===== config.mk =====
export PLATFORM = sky130hd
export DESIGN_NAME = tsba_cell
export DESIGN_NICKNAME = d
export VERILOG_FILES = /design/src/texture_slab_bump_allocator_macros.svh /design/src/tsba_pkg.sv /design/src/tsba_cell.sv
export SDC_FILE = /design/constraint.sdc
export NUM_CORES = 1
export LEC_CHECK = 0
export ABC_AREA = 1
export BUFFER_PORTS_ARGS = -buffer_cell sky130_fd_sc_hd__buf_2
export CORE_MARGIN = 8
export CORE_UTILIZATION = 25
export CTS_CLUSTER_SIZE = 25
export DETAILED_ROUTE_END_ITERATION = 12
export GPL_TIMING_DRIVEN = 0
export SLEW_MARGIN = 5
export SYNTH_ARGS = -nofsm -noshare
export SYNTH_HDL_FRONTEND = slang
export SYNTH_SLANG_ARGS = --single-unit

===== constraint.sdc =====
create_clock -name clk -period 6.77 [get_ports clk]
set_clock_uncertainty 0.05 [all_clocks]
set_input_delay 1.0155 -clock clk [delete_from_list [all_inputs] [get_ports clk]]
set_output_delay 1.0155 -clock clk [all_outputs]
set_load 0.1 [all_outputs]

===== src/texture_slab_bump_allocator_macros.svh =====
// Assertion macros used by the slab allocator top level.
`ifndef TEXTURE_SLAB_BUMP_ALLOCATOR_MACROS_SVH
`define TEXTURE_SLAB_BUMP_ALLOCATOR_MACROS_SVH
// Assert that a condition implies a consequence in the same cycle.
`define TSBA_ASSERT_IMP(label, clk, rst_n, a, b) \
    label: assert property (@(posedge clk) disable iff (!rst_n) (a) |-> (b)) \
        else $error("assertion failed");
// Assert that a condition implies a consequence in the next cycle.
`define TSBA_ASSERT_NEXT(label, clk, rst_n, a, b) \
    label: assert property (@(posedge clk) disable iff (!rst_n) (a) |=> (b)) \
        else $error("assertion failed");
`endif


===== src/tsba_pkg.sv =====
// Package with types and constants of the texture slab allocator.
`timescale 1ns / 1ps
package tsba_pkg;
    localparam int MaxSlabs = 16;
    localparam int SlotW = $clog2(MaxSlabs);
    localparam int CountW = $clog2(MaxSlabs + 1);
    localparam int LenW = 27;
    localparam int UsersW = 18;
    localparam logic [LenW-1:0] MinSlabReset = 27'd8388608;
    localparam logic [12:0] MaxDimReset = 13'd4096;
    localparam logic CfgMinSlab = 1'b0;
    localparam logic CfgMaxDim = 1'b1;

    typedef struct packed {
        logic [31:0]       start;
        logic [LenW-1:0]   length;
        logic [LenW-1:0]   fill;
        logic [UsersW-1:0] users;
    } slab_t;

    // Command broadcast to every cell of the chain.
    typedef enum logic [2:0] {
        CMD_IDLE, CMD_SCAN, CMD_BUMP, CMD_OPEN, CMD_DEC, CMD_SHIFT
    } cmd_t;

    typedef struct packed {
        cmd_t            cmd;
        logic [SlotW-1:0] slot;
        logic [LenW-1:0] need;
        logic [31:0]     addr;
        logic [31:0]     base;
        logic [LenW-1:0] len;
    } cell_ctl_t;
endpackage


===== src/tsba_cell.sv =====
// One slab cell: holds one slab and flags a fit or an address hit for it.
`timescale 1ns / 1ps
module tsba_cell
    import tsba_pkg::*;
(
    input  logic             clk,
    input  logic [SlotW-1:0] my_slot,
    input  cell_ctl_t        ctl,
    input  slab_t            right,
    output slab_t            slab,
    output logic             fits,
    output logic             holds
);
    slab_t slab_reg;
    logic [LenW:0] sum;

    assign slab = slab_reg;
    assign sum = {1'b0, slab_reg.fill} + {1'b0, ctl.need};
    assign fits = sum <= {1'b0, slab_reg.length};
    assign holds = (ctl.addr >= slab_reg.start) &&
        ({1'b0, ctl.addr} < ({1'b0, slab_reg.start} + {6'd0, slab_reg.length}));

    always_ff @(posedge clk)
    begin
        case (ctl.cmd)
            CMD_BUMP:
            begin
                if (ctl.slot == my_slot)
                begin
                    slab_reg.fill <= sum[LenW-1:0];
                    if (slab_reg.users != '1)
                        slab_reg.users <= slab_reg.users + 1'b1;
                end
            end
            CMD_OPEN:
            begin
                if (ctl.slot == my_slot)
                begin
                    slab_reg.start <= ctl.base;
                    slab_reg.length <= ctl.len;
                    slab_reg.fill <= ctl.need;
                    slab_reg.users <= UsersW'(1);
                end
            end
            CMD_DEC:
            begin
                if (ctl.slot == my_slot && slab_reg.users != '0)
                    slab_reg.users <= slab_reg.users - 1'b1;
            end
            CMD_SHIFT:
            begin
                if (my_slot >= ctl.slot)
                    slab_reg <= right;
            end
            default:
            begin
            end
        endcase
    end
endmodule


==> results of run 1 <==
## worst min-delay path: stages (launching register included)
cell and delay [ns]:
edfxtp_1 0.36, ha_1 0.12, inv_1 0.09, o211ai_1 0.18
## worst max path at each step
stage / startpoint / to
after floorplan: slab[45] / holds
after global placement: ctl[123] / slab[79]
after detailed placement: ctl[91] / fits
after CTS: slab[45] / holds
after global routing: slab[45] / holds
final: slab[45] / holds
## cell families (layout without fill, tap and decap cells)
logic type      after synthesis  in the layout  share of synthesized area, %
simple gates                817            817                          30.2
compound gates              234            234                          12.2
xor+xnor                     49             49                          3.87
buf+inv                     216            578                          7.33
fa+ha+maj                   167            167                          18.7
flops                       104            104                          27.7
## layer usage
layer / wire length [um] / up-vias / track usage, % / part of all wire [%]
met4: 919 / 0 / 4.27 / 2.0
met2: 23600 / 323 / 32.4 / 51
met5: 0 / - / 0 / 0
met3: 3040 / 42 / 4.48 / 6.6
met1: 18800 / 5491 / 19.9 / 41
li1: - / 6032 / - / -
## Yosys cell counts, drive strengths merged
library cell  instances
nor3                 22
o22ai                 1
a211oi                3
nor4                 10
nand2               551
nand3                81
a32o                  3
or2                   5
o2111ai               2
edfxtp              104
a21boi                5
o21a                  5
nor2                106
ha                  164
or3b                  1
o221ai                1
and2                  9
o211ai                8
o21bai               10
o21ai                56
a21o                 14
xnor2                19
clkbuf                9
a21oi               112
a22o                  7
nand3b                5
fa                    3
a22oi                 2
a31oi                 5
nand4                24
inv                 193
xor2                 30
and3                  2
buf                  14
nor3b                 1
## power groups by stage
stage	Sequential [W]	Combinational [W]	Clock (W)
global route	0.000915	0.00213	0.000597
detailed placement	0.000922	0.00193	0
global placement	0.000926	0.00189	0
floorplan	0.00137	0.000954	0
finish	0.000904	0.00193	0.000550
CTS	0.000907	0.00194	0.000582
## metrics by stage
stage	utilization, %	area [um2]	hold slack (ns)
4_1_cts	31.4	14100	0.794
6_report	31.4	14100	0.825
5_1_grt	31.4	14100	0.822
3_3_place_gp	30.5	13700	0.785
2_1_floorplan	-	11300	1.14
3_5_place_dp	30.8	13900	0.798
## final cells by class
| class | instances | area, um2 | area share (%) |
|---|---|---|---|
| Clock inverter | 6 | 50.0 | 0.354 |
| Clock buffer | 10 | 229 | 1.62 |
| Timing Repair Buffer | 346 | 1800 | 12.7 |
| Multi-Input combinational cell | 1267 | 7370 | 52.1 |
| Buffer | 23 | 104 | 0.734 |
| Tap cell | 600 | 751 | 5.31 |
| Inverter | 193 | 724 | 5.12 |
| Sequential cell | 104 | 3120 | 22.1 |
==> results.rst, run 1 <==
.. list-table::
   :header-rows: 1

   * - Metric
     - Value
   * - Final hold violation count
     - 0
   * - Final antenna-violating net count
     - 0
   * - Half-perimeter wire length after placement
     - 40000 um
   * - Filler cells
     - 4934
   * - Number of max-capacitance violations reported
     - 0
   * - Highest cell delay on the worst timing path
     - 0.50 ns
   * - Total Die Area
     - 52200 um2
   * - Total gr overflow
     - 0
   * - Final routed wire length divided by cell count
     - 18.2 um
   * - Rows
     - 78
   * - Most used cell along the critical path
     - nand2_1
   * - Synth top area share
     - 27.7%
   * - Clock share of power
     - 16.3%
   * - Number of port buffers
     - 339
   * - Floorplan die width
     - 229 um
   * - Number of nets in the synthesized netlist
     - 1988
   * - Clock insertion delay at the later pin of the skew report
     - 0.39 ns
   * - Hold path depth
     - 3
   * - Startpoint-to-endpoint class of the critical path
     - register to primary output
   * - Timing-limited maximum frequency
     - 179 MHz
   * - Critical path fanouts, max
     - 4
   * - Buffer type at the clock tree root
     - clkbuf_16
   * - Number of buffer and inverter stages on the critical path
     - 2
   * - Most common cell after layout, fill and taps aside
     - nand2_1
   * - Slew at the pin closest to its max-slew limit
     - 0.774 ns
   * - Post-DR vias/cell
     - 4.66
   * - Result of the run
     - completed
   * - Worst Setup Slack post-DPL
     - 1.21 ns
   * - Maximum number of pins on one net before global-route repair
     - 23
   * - Worst hold path class
     - register to register
   * - Clock-pin slew of the registers on the worst-case setup and hold paths
     - 0.08 ns
   * - Number of buffers added by the clock tree synthesis step
     - 9
   * - Total of hold buffers inserted after clock tree synthesis
     - 0
   * - Final critical delay including setup and external delays
     - 5.59 ns
   * - Number of buffers on the longest clock path
     - 2
   * - Tightest slew margin relative to the limit
     - 48.3%
   * - Slowest CP cell
     - edfxtp_1
   * - Number of gates on the worst path with buffers counted
     - 22
   * - Initial standard-cell utilization of the core
     - 25.1%
   * - End point of the worst hold path
     - slab[18]
   * - Number of max-slew violations in the final report
     - 0
   * - Most frequent cells in the layout
     - nand2_1 (544), buf_2 (353), inv_1 (184), ha_1 (164), a21oi_1 (108)
   * - Die height
     - 229 um
   * - Cells after synthesis
     - 1587
   * - Average cell area after synthesis
     - 7.12 um2
   * - Wire length of the first global-routing pass
     - 71500 um
   * - Path depth of the worst reg2reg path
     - 10
   * - Total of flip-flops plus latches after synthesis
     - 104
   * - Vias in the first global route
     - 12500
   * - Post-CTS Setup Inserts
     - 0
   * - Leakage
     - 7.31 nW
   * - Final Total Pwr
     - 0.00338 W
   * - Startpoint types
     - register
   * - Crit. End Element
     - primary output
   * - Count of vias placed by the detailed router
     - 11900
   * - I/O pin total
     - 340
   * - Seq/Total Area, Yosys
     - 27.7%
   * - Power spent charging and discharging nets
     - 0.00176 W
   * - Critical register-to-register path endpoint
     - slab[10]
   * - Unrepaired setup endpoints after global routing
     - no
   * - Post-synthesis to final-layout area growth
     - 25.2%
   * - Number of library cell types mapped by synthesis
     - 49
   * - Endpoint required time on the critical path
     - 5.70 ns
   * - Count of unresolved DRC violations after routing
     - 0
   * - Arrival time of data at the critical path endpoint
     - 4.52 ns
   * - Min setup slack post-route
     - 1.18 ns
   * - Final std cells w/o fill
     - 2549
   * - Initial antenna violation count
     - 1
   * - Internal
     - 0.00162 W
   * - Yosys warns
     - 0
   * - Count of final setup violators
     - 0
   * - VDD IR max
     - 0.202 mV
   * - Level count of the clock H-tree
     - 3
   * - Placer Congestion
     - 0.931
   * - R2R Setup Slk
     - 4.07 ns
   * - Post-synth design cell area
     - 11300 um2
   * - Final wirelength
     - 46300 um
   * - Top post-synthesis cells by area
     - edfxtp_1 (28%), ha_1 (18%), nand2_1 (18%)
   * - Area of the core region
     - 45000 um2
   * - Final worst path period share
     - 82.5%
   * - Layout Nets
     - 2345
   * - Fraction of power consumed by sequential logic
     - 26.7%
   * - Number of antenna diodes
     - 0
   * - Fraction of final layout cells sized beyond drive strength 1
     - 21.4%
   * - Resized cells post-CTS
     - 0
   * - Setup_tns
     - 0 ns
   * - TritonRoute pass-1 iters
     - 5
   * - GRT Total Usage
     - 17.6%
   * - Cell type group with the largest total delay on the critical path
     - simple AND/OR/NAND/NOR gates
   * - Worst reg2reg path startpoint
     - slab[0]
   * - Flip-flop count of the largest register after layout
     - 104
   * - Area leader, netlist
     - edfxtp_1
   * - Initial DRC Count
     - 631
   * - TritonCTS clock tree
     - built
   * - Logic gate share of total power
     - 57.0%
   * - Hold wc startpoint
     - slab[18]
   * - Net switching share of the total power
     - 52.0%
   * - Clock sink count
     - 104
   * - Power Dens Cells
     - 239 nW/um2
   * - Chain of cells forming the critical path
     - ha_1 > fa_1 > nand2_1 > nand3_1 > and2_1 > a21oi_1 > o21ai_2 > a21oi_1 > xor2_1 > ha_1 > nand2_1 > inv_1 > o21ai_0 > nand2_1 > nor2_1 > nand2_1 > nand2_1 > nand2_1 > nand2_1 > nand2_1 > nor2_1 > buf_2
   * - Post-Place Cells
     - 2533
Note: power is estimated with default switching activity, not from simulation.
==> run 2, diff against run 1 <==
--- a/config.mk
+++ b/config.mk
@@ -5,7 +5,7 @@
 export SDC_FILE = /design/constraint.sdc
 export NUM_CORES = 1
 export LEC_CHECK = 0
-export ABC_AREA = 1
+export ABC_AREA = 0
 export BUFFER_PORTS_ARGS = -buffer_cell sky130_fd_sc_hd__buf_2
 export CORE_MARGIN = 8
 export CORE_UTILIZATION = 25
==> constraint.sdc (replaced) <==
create_clock -name clk -period 5.4 [get_ports clk]
set_clock_uncertainty 0.05 [all_clocks]
set_input_delay 0.81 -clock clk [delete_from_list [all_inputs] [get_ports clk]]
set_output_delay 0.81 -clock clk [all_outputs]
set_load 0.1 [all_outputs]
==> results.rst, run 2 <==
.. list-table::
   :header-rows: 1

   * - Metric
     - Value
   * - Result of the run
     - complete, but fails checks
   * - Violations in the final reports
     - setup timing
   * - Die height
     - 218 um
   * - Arrival time of data at the critical path endpoint
     - 5.03 ns
   * - Final routed wire length divided by cell count
     - 19.3 um
   * - Unrepaired setup endpoints after global routing
     - yes
   * - Number of buffers on the longest clock path
     - 2
   * - Most frequent cells in the layout
     - buf_2 (337), nand2_1 (275), ha_1 (162), edfxtp_1 (104), a21oi_1 (86)
   * - Logic gate share of total power
     - 52.5%
   * - Final hold violation count
     - 0
   * - Endpoint required time on the critical path
     - 4.54 ns
   * - Cells after synthesis
     - 1193
   * - Level count of the clock H-tree
     - 3
   * - Wire length of the first global-routing pass
     - 60900 um
   * - Seq/Total Area, Yosys
     - 30.7%
   * - Average cell area after synthesis
     - 8.53 um2
   * - VDD IR max
     - 0.170 mV
   * - Final wirelength
     - 40500 um
   * - Vias in the first global route
     - 10600
   * - GRT Total Usage
     - 16.7%
   * - Total Die Area
     - 47400 um2
   * - Area occupied by registers
     - 3120 um2
   * - Most common library cells after synthesis
     - nand2_1 (276), ha_1 (164), edfxtp_1 (104)
   * - Total gr overflow
     - 0
   * - Placer Congestion
     - 0.907
   * - TritonRoute pass-1 iters
     - 5
   * - Post-synth design cell area
     - 10200 um2
   * - Area used by multi-input combinational logic
     - 6820 um2
   * - Leakage
     - 6.45 nW
   * - Power spent charging and discharging nets
     - 0.00178 W
   * - Maximum number of pins on one net before global-route repair
     - 28
   * - TritonCTS clock tree
     - built
   * - Total of flip-flops plus latches after synthesis
     - 104
   * - Post-DR vias/cell
     - 4.88
   * - Startpoint-to-endpoint class of the critical path
     - register to primary output
   * - Area of the core region
     - 40500 um2
   * - Async set-reset flop share out of synthesis
     - 0%
   * - Worst Setup Slack post-DPL
     - -0.401 ns
   * - Top post-synthesis cells by area
     - edfxtp_1 (31%), ha_1 (20%), nand2_1 (10%)
   * - I/O pin total
     - 340
   * - Flip-flop count of the largest register after layout
     - 104
   * - Startpoint types
     - register
   * - Half-perimeter wire length after placement
     - 34500 um
   * - Power Dens Cells
     - 289 nW/um2
   * - R2R Setup Slk
     - 2.45 ns
   * - Top_reg_cell synth
     - edfxtp_1
   * - Fraction of final layout cells sized beyond drive strength 1
     - 26.6%
   * - Filler cells
     - 4235
   * - Final critical delay including setup and external delays
     - 5.89 ns
   * - Yosys warns
     - 0
   * - Final Total Pwr
     - 0.00382 W
   * - Clock sink count
     - 104
   * - Slew at the pin closest to its max-slew limit
     - 0.862 ns
   * - Final antenna-violating net count
     - 0
   * - Clock insertion delay at the later pin of the skew report
     - 0.38 ns
   * - Number of max-slew violations in the final report
     - 0
   * - Tightest slew margin relative to the limit
     - 42.3%
   * - Min setup slack post-route
     - -0.485 ns
   * - Area leader, netlist
     - edfxtp_1
   * - Number of max-capacitance violations reported
     - 0
   * - Final worst path period share
     - 109%
   * - Post-synthesis to final-layout area growth
     - 29.8%
   * - Number of library cell types mapped by synthesis
     - 68
   * - Number of port buffers
     - 339
   * - Synth top area share
     - 30.7%
   * - Clock-pin slew of the registers on the worst-case setup and hold paths
     - 0.08 ns
   * - Critical path fanouts, max
     - 4
   * - Initial antenna violation count
     - 10
   * - Worst hold path class
     - input pin to register
   * - Initial standard-cell utilization of the core
     - 25.1%
   * - Fraction of power consumed by sequential logic
     - 28.6%
   * - Buffer type at the clock tree root
     - clkbuf_16
   * - Floorplan die width
     - 218 um
   * - Dominant cell by count in the synthesized netlist
     - nand2_1
   * - Count of unresolved DRC violations after routing
     - 0
   * - Number of buffers added by the clock tree synthesis step
     - 9
   * - Number of nets in the synthesized netlist
     - 1594
   * - Count of final setup violators
     - 1
   * - Net switching share of the total power
     - 46.7%
   * - Total of hold buffers inserted after clock tree synthesis
     - 0
   * - Internal
     - 0.00203 W
   * - Clock share of power
     - 18.8%
   * - Initial DRC Count
     - 533
   * - Layout Nets
     - 1958
   * - Timing-limited maximum frequency
     - 170 MHz
   * - Count of vias placed by the detailed router
     - 10200
   * - Number of synthesized flops with an enable pin
     - 104
   * - Crit. End Element
     - primary output
   * - Most common cell after layout, fill and taps aside
     - buf_2
   * - Rows
     - 74
[run 2: worst max-delay path, stage by stage, from the launching register on]
cell and delay, ns:
edfxtp_1 0.45, ha_2 0.24, fa_2 0.37, a211o_1 0.28
a21oi_2 0.14, and2b_2 0.19, o221ai_4 0.14, a211o_1 0.35
a31oi_4 0.18, inv_2 0.06, a21oi_2 0.14, xor2_1 0.17
ha_1 0.27, a21o_1 0.16, a21o_1 0.20, a2111oi_4 0.35
o311a_1 0.22, o21ai_0 0.07, a21oi_1 0.15, a211oi_1 0.08
a22oi_2 0.21, buf_12 0.21
[run 2: stage by stage]
step	area, um2	instances	utilization, %	hold slack (ns)	setup TNS (ns)
2_1_floorplan	10200	1193	-	0.934	-0.682
6_report	13200	2097	32.6	0.637	-0.485
3_5_place_dp	12700	2068	31.4	0.691	-0.706
3_3_place_gp	12600	2064	31.1	0.697	-154.04
4_1_cts	13100	2088	32.3	0.606	-0.573
5_1_grt	13200	2096	32.6	0.619	-0.811
[run 2: worst paths after layout]
check             from       end  depth (start not counted)
max           slab[72]     holds                         21
min          right[71]  slab[71]                          3
max reg2reg   slab[18]  slab[40]                         13
min reg2reg    slab[0]   slab[0]                          1
[run 2: per-layer routing]
metal | global-route usage [%] | vias to the layer above | routed length (um)
li1 | - | 5036 | -
met1 | 21.5 | 4762 | 18200
met2 | 26.9 | 373 | 18100
met3 | 4.65 | 56 | 3240
met4 | 5.34 | 14 | 904
met5 | 0 | - | 92
[run 2: power groups by stage]
stage	Sequential (W)	Combinational [W]	Clock [W]
final	0.00109	0.00201	0.000720
after detailed placement	0.00111	0.00192	0
after floorplan	0.00157	0.000961	0
after global routing	0.00110	0.00220	0.000771
after CTS	0.00109	0.00197	0.000747
after global placement	0.00112	0.00188	0
[run 2: what timing repair did]
item / 4_1_cts / 5_1_grt
pin swaps: 3 / 16
resized for setup: 13 / 23
buffers inserted: 4 / 6
endpoints found under the setup margin: 2 / 2
[run 2: cell type report]
| class | instances | area share, % |
|---|---|---|
| multi-input combinational | 978 | 51.6 |
| sequential | 104 | 23.6 |
| timing repair buffer | 353 | 14.2 |
| tap | 532 | 5.04 |
| inverter | 84 | 2.39 |
| clock buffer | 10 | 1.73 |
| buffer | 27 | 0.767 |
| clock inverter | 6 | 0.502 |
| antenna | 3 | 0.0568 |
[run 2: cell families after synthesis]
| logic type | Yosys count | synth area share [%] |
|---|---|---|
| compound gates | 318 | 20.2 |
| flops | 104 | 30.7 |
| fa+ha+maj | 167 | 20.8 |
| simple gates | 433 | 19.0 |
| xor+xnor | 60 | 5.17 |
| buf+inv | 111 | 4.10 |
